<file path="config.mk">
export PLATFORM = sky130hd
export DESIGN_NAME = char_lcd_expander_command_serializer
export DESIGN_NICKNAME = d
export VERILOG_FILES = /design/src/hw/rtl/lcdser_pkg.sv /design/src/hw/rtl/char_lcd_expander_command_serializer.sv /design/src/hw/rtl/lcdser_decode.sv /design/src/hw/rtl/lcdser_gen.sv
export SDC_FILE = /design/constraint.sdc
export NUM_CORES = 1
export LEC_CHECK = 0
export BUFFER_PORTS_ARGS = -buffer_cell sky130_fd_sc_hd__buf_2
export CAP_MARGIN = 20
export CORE_ASPECT_RATIO = 0.9
export CORE_MARGIN = 2
export CORE_UTILIZATION = 39
export DETAILED_ROUTE_END_ITERATION = 10
export GPL_TIMING_DRIVEN = 0
export HOLD_SLACK_MARGIN = 0.05
export PLACE_DENSITY_LB_ADDON = 0.3
export REMOVE_ABC_BUFFERS = 1
export SLEW_MARGIN = 0
export SYNTH_ARGS = -nofsm -noshare
export SYNTH_HDL_FRONTEND = slang
export SYNTH_SLANG_ARGS = --single-unit
</file>
<file path="constraint.sdc">
create_clock -name clk -period 6.35 [get_ports clk]
set_input_delay 1.27 -clock clk [delete_from_list [all_inputs] [get_ports clk]]
set_output_delay 1.27 -clock clk [all_outputs]
set_load 0.01 [all_outputs]
</file>
<file path="src/hw/rtl/lcdser_pkg.sv">
// types, codes and sequence tables of the character-lcd expander command serializer
`default_nettype none

package lcdser_pkg;

  localparam int unsigned IdxW = 6;

  typedef enum logic [3:0] {
    ACT_INIT      = 4'd0,
    ACT_WRITE     = 4'd1,
    ACT_CLEAR     = 4'd2,
    ACT_HOME      = 4'd3,
    ACT_CURSOR    = 4'd4,
    ACT_FLAG      = 4'd5,
    ACT_SCROLL    = 4'd6,
    ACT_BACKLIGHT = 4'd7,
    ACT_GLYPH     = 4'd8
  } action_t;

  typedef enum logic [2:0] {
    FLG_DISPLAY   = 3'd0,
    FLG_CURSOR    = 3'd1,
    FLG_BLINK     = 3'd2,
    FLG_INCREMENT = 3'd3,
    FLG_AUTOSCROLL = 3'd4
  } flag_sel_t;

  typedef enum logic [1:0] {
    CFG_DEV_ADDR  = 2'd0,
    CFG_COLUMNS   = 2'd1,
    CFG_LINES     = 2'd2
  } cfg_index_t;

  typedef enum logic [1:0] {
    KIND_INIT = 2'd0,
    KIND_BYTE = 2'd1,
    KIND_PIN  = 2'd2
  } kind_t;

  typedef enum logic [2:0] {
    WAIT_NONE  = 3'd0,
    WAIT_POWER = 3'd1,
    WAIT_RST1  = 3'd2,
    WAIT_RST2  = 3'd3,
    WAIT_CLEAR = 3'd4
  } wait_code_t;

  localparam logic [7:0] CMD_CLEAR      = 8'h01;
  localparam logic [7:0] CMD_HOME       = 8'h02;
  localparam logic [7:0] CMD_ENTRY      = 8'h04;
  localparam logic [7:0] CMD_DISPLAY    = 8'h08;
  localparam logic [7:0] CMD_SCROLL_L   = 8'h18;
  localparam logic [7:0] CMD_SCROLL_R   = 8'h1C;
  localparam logic [7:0] CMD_GLYPH_ADDR = 8'h40;
  localparam logic [7:0] CMD_DDRAM_ADDR = 8'h80;
  localparam logic [7:0] ROW_ODD_OFFSET = 8'h40;
  localparam logic [6:0] MAX_COLUMNS    = 7'd80;
  localparam logic [2:0] MAX_LINES      = 3'd4;
  localparam logic [2:0] DISP_RESET     = 3'd4;
  localparam logic [1:0] ENTRY_RESET    = 2'd2;

  typedef struct packed {
    logic [3:0] action;
    logic [7:0] char_code;
    logic [7:0] column;
    logic [7:0] row;
    logic [2:0] flag_select;
    logic       flag_on;
    logic       direction;
    logic [7:0] brightness;
    logic [2:0] glyph_slot;
  } in_word_t;

  typedef struct packed {
    logic [7:0]  bus_byte;
    logic        starts_transfer;
    logic        ends_transfer;
    logic [15:0] wait_us;
    logic        last_of_run;
  } out_word_t;

  typedef struct packed {
    kind_t      kind;
    logic [7:0] value;
    logic       rs;
    wait_code_t wcode;
    logic       bl;
  } desc_t;

  typedef struct packed {
    logic       has_bytes;
    desc_t      desc;
    logic [2:0] disp_nxt;
    logic [1:0] entry_nxt;
    logic       bl_nxt;
  } dec_t;

  typedef struct packed {
    logic       is_addr;
    logic [3:0] nib;
    logic       en;
    logic       fs_low;
    logic       ends;
    wait_code_t wcode;
  } init_entry_t;

  function automatic logic [15:0] wait_value(input wait_code_t w);
    logic [15:0] v;
    unique case (w)
      WAIT_POWER: v = 16'd50000;
      WAIT_RST1:  v = 16'd4500;
      WAIT_RST2:  v = 16'd200;
      WAIT_CLEAR: v = 16'd1600;
      default:    v = 16'd0;
    endcase
    return v;
  endfunction

  function automatic logic [IdxW-1:0] last_index(input kind_t k);
    logic [IdxW-1:0] v;
    unique case (k)
      KIND_INIT: v = IdxW'(33);
      KIND_BYTE: v = IdxW'(4);
      default:   v = IdxW'(1);
    endcase
    return v;
  endfunction

  // fields: is_addr, nib, en, fs_low, ends, wcode
  function automatic init_entry_t init_entry(input logic [IdxW-1:0] idx);
    init_entry_t e;
    unique case (idx)
      6'd0:  e = '{1'b1, 4'h0, 1'b0, 1'b0, 1'b0, WAIT_NONE};
      6'd1:  e = '{1'b0, 4'h0, 1'b0, 1'b0, 1'b1, WAIT_POWER};
      6'd2:  e = '{1'b1, 4'h0, 1'b0, 1'b0, 1'b0, WAIT_NONE};
      6'd3:  e = '{1'b0, 4'h3, 1'b1, 1'b0, 1'b0, WAIT_NONE};
      6'd4:  e = '{1'b0, 4'h3, 1'b0, 1'b0, 1'b1, WAIT_RST1};
      6'd5:  e = '{1'b1, 4'h0, 1'b0, 1'b0, 1'b0, WAIT_NONE};
      6'd6:  e = '{1'b0, 4'h3, 1'b1, 1'b0, 1'b0, WAIT_NONE};
      6'd7:  e = '{1'b0, 4'h3, 1'b0, 1'b0, 1'b1, WAIT_RST2};
      6'd8:  e = '{1'b1, 4'h0, 1'b0, 1'b0, 1'b0, WAIT_NONE};
      6'd9:  e = '{1'b0, 4'h3, 1'b1, 1'b0, 1'b0, WAIT_NONE};
      6'd10: e = '{1'b0, 4'h3, 1'b0, 1'b0, 1'b1, WAIT_RST2};
      6'd11: e = '{1'b1, 4'h0, 1'b0, 1'b0, 1'b0, WAIT_NONE};
      6'd12: e = '{1'b0, 4'h2, 1'b1, 1'b0, 1'b0, WAIT_NONE};
      6'd13: e = '{1'b0, 4'h2, 1'b0, 1'b0, 1'b1, WAIT_NONE};
      6'd14: e = '{1'b1, 4'h0, 1'b0, 1'b0, 1'b0, WAIT_NONE};
      6'd15: e = '{1'b0, 4'h2, 1'b1, 1'b0, 1'b0, WAIT_NONE};
      6'd16: e = '{1'b0, 4'h2, 1'b0, 1'b0, 1'b0, WAIT_NONE};
      6'd17: e = '{1'b0, 4'h0, 1'b1, 1'b1, 1'b0, WAIT_NONE};
      6'd18: e = '{1'b0, 4'h0, 1'b0, 1'b1, 1'b1, WAIT_NONE};
      6'd19: e = '{1'b1, 4'h0, 1'b0, 1'b0, 1'b0, WAIT_NONE};
      6'd20: e = '{1'b0, 4'h0, 1'b1, 1'b0, 1'b0, WAIT_NONE};
      6'd21: e = '{1'b0, 4'h0, 1'b0, 1'b0, 1'b0, WAIT_NONE};
      6'd22: e = '{1'b0, 4'hC, 1'b1, 1'b0, 1'b0, WAIT_NONE};
      6'd23: e = '{1'b0, 4'hC, 1'b0, 1'b0, 1'b1, WAIT_NONE};
      6'd24: e = '{1'b1, 4'h0, 1'b0, 1'b0, 1'b0, WAIT_NONE};
      6'd25: e = '{1'b0, 4'h0, 1'b1, 1'b0, 1'b0, WAIT_NONE};
      6'd26: e = '{1'b0, 4'h0, 1'b0, 1'b0, 1'b0, WAIT_NONE};
      6'd27: e = '{1'b0, 4'h1, 1'b1, 1'b0, 1'b0, WAIT_NONE};
      6'd28: e = '{1'b0, 4'h1, 1'b0, 1'b0, 1'b1, WAIT_CLEAR};
      6'd29: e = '{1'b1, 4'h0, 1'b0, 1'b0, 1'b0, WAIT_NONE};
      6'd30: e = '{1'b0, 4'h0, 1'b1, 1'b0, 1'b0, WAIT_NONE};
      6'd31: e = '{1'b0, 4'h0, 1'b0, 1'b0, 1'b0, WAIT_NONE};
      6'd32: e = '{1'b0, 4'h6, 1'b1, 1'b0, 1'b0, WAIT_NONE};
      6'd33: e = '{1'b0, 4'h6, 1'b0, 1'b0, 1'b1, WAIT_NONE};
      default: e = '{1'b0, 4'h0, 1'b0, 1'b0, 1'b0, WAIT_NONE};
    endcase
    return e;
  endfunction

endpackage

`default_nettype wire

</file>
<file path="src/hw/rtl/char_lcd_expander_command_serializer.sv">
// top level of the character-lcd expander command serializer
//
// in_valid/in_stall/in_word take one lcd command per word; out_valid/out_stall/out_word
// give the bus bytes it causes, one per cycle while out_stall is low, each marked with
// start, stop, wait after the stop and the last byte of the command.
// cfg_we/cfg_index/cfg_wdata write device address, column count and line count;
// write them only while no command is in flight.
// the first byte of a command goes from the held command and index registers through
// the output register. throughput: init gives 34 bytes, backlight 2, every other
// command 5, at one byte per cycle while out_stall is low, set by the byte index
// counter walking the held command; the next command is accepted in the cycle its
// last byte is loaded into the output register, so commands follow back to back.
// flag writes with no valid selection and unknown actions give no bytes.
// reset restores address 39, 16 columns, 2 lines, display on, increment, backlight off.
// while out_stall is high the output word holds, the byte counter waits, and in_stall
// rises once the held command still has bytes to send.
`default_nettype none

module char_lcd_expander_command_serializer
  import lcdser_pkg::*;
(
  input  logic       clk,
  input  logic       rst_n,
  input  logic       in_valid,
  output logic       in_stall,
  input  in_word_t   in_word,
  output logic       out_valid,
  input  logic       out_stall,
  output out_word_t  out_word,
  input  logic       cfg_we,
  input  logic [1:0] cfg_index,
  input  logic [6:0] cfg_wdata
);

  logic [6:0]      dev_addr_r, dev_addr_nxt;
  logic [6:0]      cols_r, cols_nxt;
  logic [2:0]      lines_r, lines_nxt;
  logic [2:0]      disp_r, disp_nxt;
  logic [1:0]      entry_r, entry_nxt;
  logic            bl_r, bl_nxt;
  logic            busy_r, busy_nxt;
  logic [IdxW-1:0] idx_r, idx_nxt;
  desc_t           desc_r, desc_nxt;
  logic            out_valid_r, out_valid_nxt;
  out_word_t       out_word_r, out_word_nxt;

  dec_t            dec;
  out_word_t       gen_word;
  logic            out_load;
  logic            at_last;
  logic            in_acc;

  lcdser_decode u_decode (
    .cmd          (in_word),
    .column_count (cols_r),
    .line_count   (lines_r),
    .disp_cur     (disp_r),
    .entry_cur    (entry_r),
    .bl_cur       (bl_r),
    .dec          (dec)
  );

  lcdser_gen u_gen (
    .desc           (desc_r),
    .idx            (idx_r),
    .device_address (dev_addr_r),
    .line_count     (lines_r),
    .word           (gen_word)
  );

  assign out_load = busy_r && (!out_valid_r || !out_stall);
  assign at_last  = idx_r == last_index(desc_r.kind);
  assign in_stall = busy_r && !(out_load && at_last);
  assign in_acc   = in_valid && !in_stall;

  assign out_valid = out_valid_r;
  assign out_word  = out_word_r;

  always_comb begin
    dev_addr_nxt = dev_addr_r;
    cols_nxt     = cols_r;
    lines_nxt    = lines_r;
    if (cfg_we) begin
      unique case (cfg_index)
        CFG_DEV_ADDR: dev_addr_nxt = cfg_wdata;
        CFG_COLUMNS:  cols_nxt     = cfg_wdata;
        CFG_LINES:    lines_nxt    = cfg_wdata[2:0];
        default: begin
        end
      endcase
    end
  end

  always_comb begin
    disp_nxt  = disp_r;
    entry_nxt = entry_r;
    bl_nxt    = bl_r;
    busy_nxt  = busy_r;
    idx_nxt   = idx_r;
    desc_nxt  = desc_r;
    if (out_load) begin
      idx_nxt = idx_r + IdxW'(1);
      if (at_last) begin
        busy_nxt = 1'b0;
      end
    end
    if (in_acc) begin
      disp_nxt  = dec.disp_nxt;
      entry_nxt = dec.entry_nxt;
      bl_nxt    = dec.bl_nxt;
      busy_nxt  = dec.has_bytes;
      idx_nxt   = '0;
      desc_nxt  = dec.desc;
    end
    out_valid_nxt = out_load || (out_valid_r && out_stall);
    out_word_nxt  = out_load ? gen_word : out_word_r;
  end

  always_ff @(posedge clk) begin
    if (!rst_n) begin
      dev_addr_r  <= 7'd39;
      cols_r      <= 7'd16;
      lines_r     <= 3'd2;
      disp_r      <= DISP_RESET;
      entry_r     <= ENTRY_RESET;
      bl_r        <= 1'b0;
      busy_r      <= 1'b0;
      idx_r       <= '0;
      out_valid_r <= 1'b0;
    end else begin
      dev_addr_r  <= dev_addr_nxt;
      cols_r      <= cols_nxt;
      lines_r     <= lines_nxt;
      disp_r      <= disp_nxt;
      entry_r     <= entry_nxt;
      bl_r        <= bl_nxt;
      busy_r      <= busy_nxt;
      idx_r       <= idx_nxt;
      out_valid_r <= out_valid_nxt;
    end
  end

  always_ff @(posedge clk) begin
    desc_r     <= desc_nxt;
    out_word_r <= out_word_nxt;
  end

  a_idx_in_range: assert property (@(posedge clk) disable iff (!rst_n)
    busy_r |-> idx_r <= last_index(desc_r.kind))
    else $error("byte index beyond end of command");

  a_run_ends: assert property (@(posedge clk) disable iff (!rst_n)
    out_load && at_last && !in_acc |=> !busy_r)
    else $error("sequencer still busy after last byte");

  a_addr_starts: assert property (@(posedge clk) disable iff (!rst_n)
    out_valid_r && out_word_r.starts_transfer |->
      !out_word_r.ends_transfer && out_word_r.bus_byte == {dev_addr_r, 1'b0})
    else $error("start byte is not the address byte");

  a_wait_on_stop: assert property (@(posedge clk) disable iff (!rst_n)
    out_valid_r && !out_word_r.ends_transfer |-> out_word_r.wait_us == 16'd0)
    else $error("wait on a byte that does not end a transfer");

  a_last_is_stop: assert property (@(posedge clk) disable iff (!rst_n)
    out_valid_r && out_word_r.last_of_run |-> out_word_r.ends_transfer)
    else $error("last byte of a command without stop");

endmodule

`default_nettype wire

</file>
<file path="src/hw/rtl/lcdser_decode.sv">
// command decode: controller byte, sequence kind and next flag state for one word
`default_nettype none

module lcdser_decode
  import lcdser_pkg::*;
(
  input  in_word_t   cmd,
  input  logic [6:0] column_count,
  input  logic [2:0] line_count,
  input  logic [2:0] disp_cur,
  input  logic [1:0] entry_cur,
  input  logic       bl_cur,
  output dec_t       dec
);

  logic [2:0] lines_eff;
  logic [6:0] cols_eff;
  logic [1:0] row_cl;
  logic [6:0] col_cl;
  logic [7:0] row_off;
  logic [7:0] addr_sum;
  logic [2:0] disp_mask;
  logic [1:0] entry_mask;

  always_comb begin
    if (line_count == 3'd0) begin
      lines_eff = 3'd1;
    end else if (line_count > MAX_LINES) begin
      lines_eff = MAX_LINES;
    end else begin
      lines_eff = line_count;
    end
    if (column_count == 7'd0) begin
      cols_eff = 7'd1;
    end else if (column_count > MAX_COLUMNS) begin
      cols_eff = MAX_COLUMNS;
    end else begin
      cols_eff = column_count;
    end
    if (cmd.row >= {5'd0, lines_eff}) begin
      row_cl = 2'(lines_eff - 3'd1);
    end else begin
      row_cl = cmd.row[1:0];
    end
    if (cmd.column >= {1'b0, cols_eff}) begin
      col_cl = cols_eff - 7'd1;
    end else begin
      col_cl = cmd.column[6:0];
    end
    row_off = (row_cl[0] ? ROW_ODD_OFFSET : 8'd0) + (row_cl[1] ? {1'b0, cols_eff} : 8'd0);
    addr_sum = row_off + {1'b0, col_cl};
  end

  always_comb begin
    disp_mask  = 3'd0;
    entry_mask = 2'd0;
    unique case (cmd.flag_select)
      FLG_DISPLAY:    disp_mask  = 3'b100;
      FLG_CURSOR:     disp_mask  = 3'b010;
      FLG_BLINK:      disp_mask  = 3'b001;
      FLG_INCREMENT:  entry_mask = 2'b10;
      FLG_AUTOSCROLL: entry_mask = 2'b01;
      default: begin
      end
    endcase
  end

  always_comb begin
    dec.has_bytes  = 1'b1;
    dec.desc.kind  = KIND_BYTE;
    dec.desc.value = 8'd0;
    dec.desc.rs    = 1'b0;
    dec.desc.wcode = WAIT_NONE;
    dec.desc.bl    = bl_cur;
    dec.disp_nxt   = disp_cur;
    dec.entry_nxt  = entry_cur;
    dec.bl_nxt     = bl_cur;
    unique case (cmd.action)
      ACT_INIT: begin
        dec.desc.kind = KIND_INIT;
        dec.disp_nxt  = DISP_RESET;
        dec.entry_nxt = ENTRY_RESET;
      end
      ACT_WRITE: begin
        dec.desc.value = cmd.char_code;
        dec.desc.rs    = 1'b1;
      end
      ACT_CLEAR: begin
        dec.desc.value = CMD_CLEAR;
        dec.desc.wcode = WAIT_CLEAR;
      end
      ACT_HOME: begin
        dec.desc.value = CMD_HOME;
        dec.desc.wcode = WAIT_CLEAR;
      end
      ACT_CURSOR: begin
        dec.desc.value = CMD_DDRAM_ADDR | addr_sum;
      end
      ACT_FLAG: begin
        if (disp_mask != 3'd0) begin
          dec.disp_nxt   = cmd.flag_on ? (disp_cur | disp_mask) : (disp_cur & ~disp_mask);
          dec.desc.value = CMD_DISPLAY | {5'd0, dec.disp_nxt};
        end else if (entry_mask != 2'd0) begin
          dec.entry_nxt  = cmd.flag_on ? (entry_cur | entry_mask) : (entry_cur & ~entry_mask);
          dec.desc.value = CMD_ENTRY | {6'd0, dec.entry_nxt};
        end else begin
          dec.has_bytes = 1'b0;
        end
      end
      ACT_SCROLL: begin
        dec.desc.value = cmd.direction ? CMD_SCROLL_R : CMD_SCROLL_L;
      end
      ACT_BACKLIGHT: begin
        dec.desc.kind = KIND_PIN;
        dec.desc.rs   = 1'b1;
        dec.desc.bl   = cmd.brightness != 8'd0;
        dec.bl_nxt    = cmd.brightness != 8'd0;
      end
      ACT_GLYPH: begin
        dec.desc.value = CMD_GLYPH_ADDR | {2'd0, cmd.glyph_slot, 3'd0};
      end
      default: begin
        dec.has_bytes = 1'b0;
      end
    endcase
  end

endmodule

`default_nettype wire

</file>
<file path="src/hw/rtl/lcdser_gen.sv">
// bus byte generator: one output word from the held command and its byte index
`default_nettype none

module lcdser_gen
  import lcdser_pkg::*;
(
  input  desc_t           desc,
  input  logic [IdxW-1:0] idx,
  input  logic [6:0]      device_address,
  input  logic [2:0]      line_count,
  output out_word_t       word
);

  init_entry_t ie;
  logic        is_addr;
  logic [3:0]  nib;
  logic        en;
  logic        ends;
  wait_code_t  wcode;

  always_comb begin
    ie      = init_entry(idx);
    is_addr = 1'b0;
    nib     = 4'h0;
    en      = 1'b0;
    ends    = 1'b0;
    wcode   = WAIT_NONE;
    unique case (desc.kind)
      KIND_INIT: begin
        is_addr = ie.is_addr;
        en      = ie.en;
        ends    = ie.ends;
        wcode   = ie.wcode;
        if (ie.fs_low) begin
          nib = (line_count > 3'd1) ? 4'h8 : 4'h0;
        end else begin
          nib = ie.nib;
        end
      end
      KIND_BYTE: begin
        is_addr = idx == IdxW'(0);
        nib     = (idx < IdxW'(3)) ? desc.value[7:4] : desc.value[3:0];
        en      = idx[0];
        ends    = idx == IdxW'(4);
        wcode   = ends ? desc.wcode : WAIT_NONE;
      end
      default: begin
        is_addr = idx == IdxW'(0);
        ends    = idx == IdxW'(1);
      end
    endcase
    word.bus_byte        = is_addr ? {device_address, 1'b0}
                                   : {nib, desc.bl, en, 1'b0, desc.rs & (desc.kind != KIND_INIT)};
    word.starts_transfer = is_addr;
    word.ends_transfer   = ends;
    word.wait_us         = wait_value(wcode);
    word.last_of_run     = idx == last_index(desc.kind);
  end

endmodule

`default_nettype wire
</file>
==> impl_metrics.toml <==
[pwr]
power_density_mw_per_mm2 = 222
vdd_drop_max_v = 0.000123
p_leak_uw = 0.00243
power_uw = 1250

[finish]
final_net_count = 699
utilization_pct = 46.5
fill_cells = 1184
area_growth_pct = 16.6
final_cell_mix = "buf_2, nand2_1, nor2_1, dfxtp_1, a21oi_1"
multi_input_area_sq_mm = 0.00278
final_common_cell = "buf_2"
drive_gt1_share_pct = 18.7
antenna_cells = 0
seqCellArea_sq_mm = 0.00180

[timing]
fin_tns_setup_ps = 0
finalCritPeriodShare_pct = 74.4
rsz0062_at_grt = "false"
finClkSkew_ps = 9.08
final-hold-violation-count = 0
finalSetupViolCount = 0
timing.slew.headroom_pct = 36.5
fin_crit_ps = 4730
tightest_slew_ps = 949
report.final.slew_viol_count = 0
max_freq_mhz = 212

[grt]
grt_pass1_wl_mm = 17.6
grtUsageTotal_pct = 16.9
grt_pass1_vias = 3632
overflow = 0
antenna_found_initial = 0
grt_max_degree = 30

[die]
num_io_pins = 87
core_sq_mm = 0.0121
die_w_um = 121
dieHeight_um = 109
die-area_sq_mm = 0.0133
initial_core_util_pct = 39.9
rows = 38

[worst_setup_path]
crit_required_ps = 6430
critical_path_arrival_ps = 4810
path_cells = "o21ai_0 > a22oi_1 > inv_1 > ha_1 > nand2b_1 > nand3_1 > a21oi_1 > nor2_1 > o21ai_0 > ha_1 > ha_1 > a21o_1 > a21oi_1 > o21bai_1 > a21oi_1 > xnor2_1 > xnor3_1 > o22ai_2"
end_kind = "flop"
crit_path_start_kind = "flop"
cp_max_fo = 10
crit_family = "compound AO/OA/AOI/OAI gates"
slowest_delay_ps = 550
path_buf_inv = 1
slowest_stage = "nor2_1"
path_class = "flop to flop"

[placed_design]
gp_congestion = 0.852
portBuffers = 81
hpwl_mm = 8.38

[route]
drc_errors = 0
vias_per_cell = 5.25
postRouteAntennaNets = 0
dr_total_vias = 4067
wl_per_cell_um = 14.2
drt_iter0_markers = 205
drt_wl_total_mm = 11.0
drtPass1Iterations = 4

[synthesis]
async_reset_ff_share_pct = 0
synth_flop_cell = "dfxtp_1"
synth_edf_count = 32
avgSynthCellArea_sq_um = 8.86
yosysUniqueCellTypes = 63
syn-cell-area_sq_mm = 0.00482
ys_warn_count = 0
synthCells = 544
ys_seq_area_share_pct = 37.4
ys_ff_latch = 74

[cts]
cts_buffers = 9
cts_buffer_depth = 2
clkTransAtPathRegs_ps = 60
htree_num_levels = 3
cts_hold_buf = 0
post_cts_buffers = 0
clock-root-buffer = "clkbuf_16"
clock_latency_ps = 330
clock_sinks = 74
cts_tree = "done"
cts_resized = 0

[outcome]
status = "finished, final reports clean"

[flow_run]
drv_cap = 0

[hold_path]
hold_path_class = "flop to flop"
## cell families after synthesis
group           Yosys count  share of synthesized area [%]
other cells               1                         0.0778
compound gates          119                           15.8
fa+ha+maj                32                           8.46
flops                    74                           37.4
buf+inv                  60                           5.61
mux                      38                           8.26
xor+xnor                 18                           3.71
simple gates            202                           20.7
## worst paths after layout
check | from | end | slack, ps | depth (start not counted)
max | cols_r[6] | desc_r[11] | 1620 | 18
min | dev_addr_r[0] | dev_addr_r[0] | 470 | 2
max reg2reg | cols_r[6] | desc_r[11] | 1620 | 18
min reg2reg | dev_addr_r[0] | dev_addr_r[0] | 470 | 2
## cell type report
cell class | instances | area share (%)
clock buffers | 10 | 4.07
clock inverters | 6 | 1.60
inverters | 26 | 1.74
multi-input cells | 414 | 49.4
flip-flops and latches | 74 | 32.0
well taps | 160 | 3.56
repair buffers | 84 | 7.57
## flip-flops by register name (all words and copies together), names as in the netlist
register / flops
desc_r: 13
bl_r: 1
u_gen.ie: 11
cols_r: 7
busy_r: 1
out_word: 19
entry_r: 2
idx_r: 6
dev_addr_r: 7
disp_r: 3
out_valid: 1
lines_r: 3
## synthesized netlist by cell type (all sizes together) (2+ instances only)
cell    count  share of area [%]
or4         2               0.39
clkbuf     18                1.4
o31ai       3               0.47
a21boi      4               0.70
and2        2               0.26
ha         31                8.0
xnor2      10                2.0
nor3       13                1.5
inv        26                2.0
a31oi       4               0.52
nand3      10                1.0
o21bai      3               0.47
or2         2               0.26
nand4       5               0.65
o22ai       6               0.91
o31a        2               0.36
mux2i      33                6.9
nand3b      6               0.93
edfxtp     32                 20
nand2      59                4.6
and3        2               0.26
o21a        3               0.47
and2b       2               0.36
nor2       56                4.4
o211ai      4               0.62
xor2        7                1.3
a22oi       3               0.47
dfxtp      42                 17
a221o       3               0.62
a32oi       2               0.36
nor2b      17                2.2
o21ai      31                3.2
a21oi      35                3.6
a22o        4               0.73
nor4b       2               0.36
nor4        8                1.3
mux2        4               0.93
nand2b      8                1.0
o32a        2               0.42
or3         2               0.26
buf        16                2.2
nor3b       5               0.78
a21o        4               0.62
## through the flow
step	setup WS, ps	std cells	area (sq um)	hold WS (ps)
5_1_grt	1160	774	5620	485
6_report	1620	774	5620	467
4_1_cts	1630	772	5610	470
3_5_place_dp	1420	756	5290	454
3_3_place_gp	1400	755	5270	452
2_1_floorplan	1930	514	4660	432
## tightest hold or removal path: stages, from the launching register on
cell	delay [ps]
dfxtp_1	320
mux2i_1	60
nand2_1	50
## layer usage
layer  up-vias  GRT usage [%]  routed length (um)
met5         -              0                   0
met1      1854           25.0                5460
met3         6           3.84                 786
met2       141           24.6                4630
li1       2066              -                   -
met4         0           4.43                  71
## where the power goes
| group | internal (uW) | total [uW] | switching [uW] |
|---|---|---|---|
| sequential | 519 | 530 | 11.5 |
| combinational | 74.2 | 173 | 99.2 |
| clock | 345 | 542 | 197 |
(Power assumes the default switching activity.)
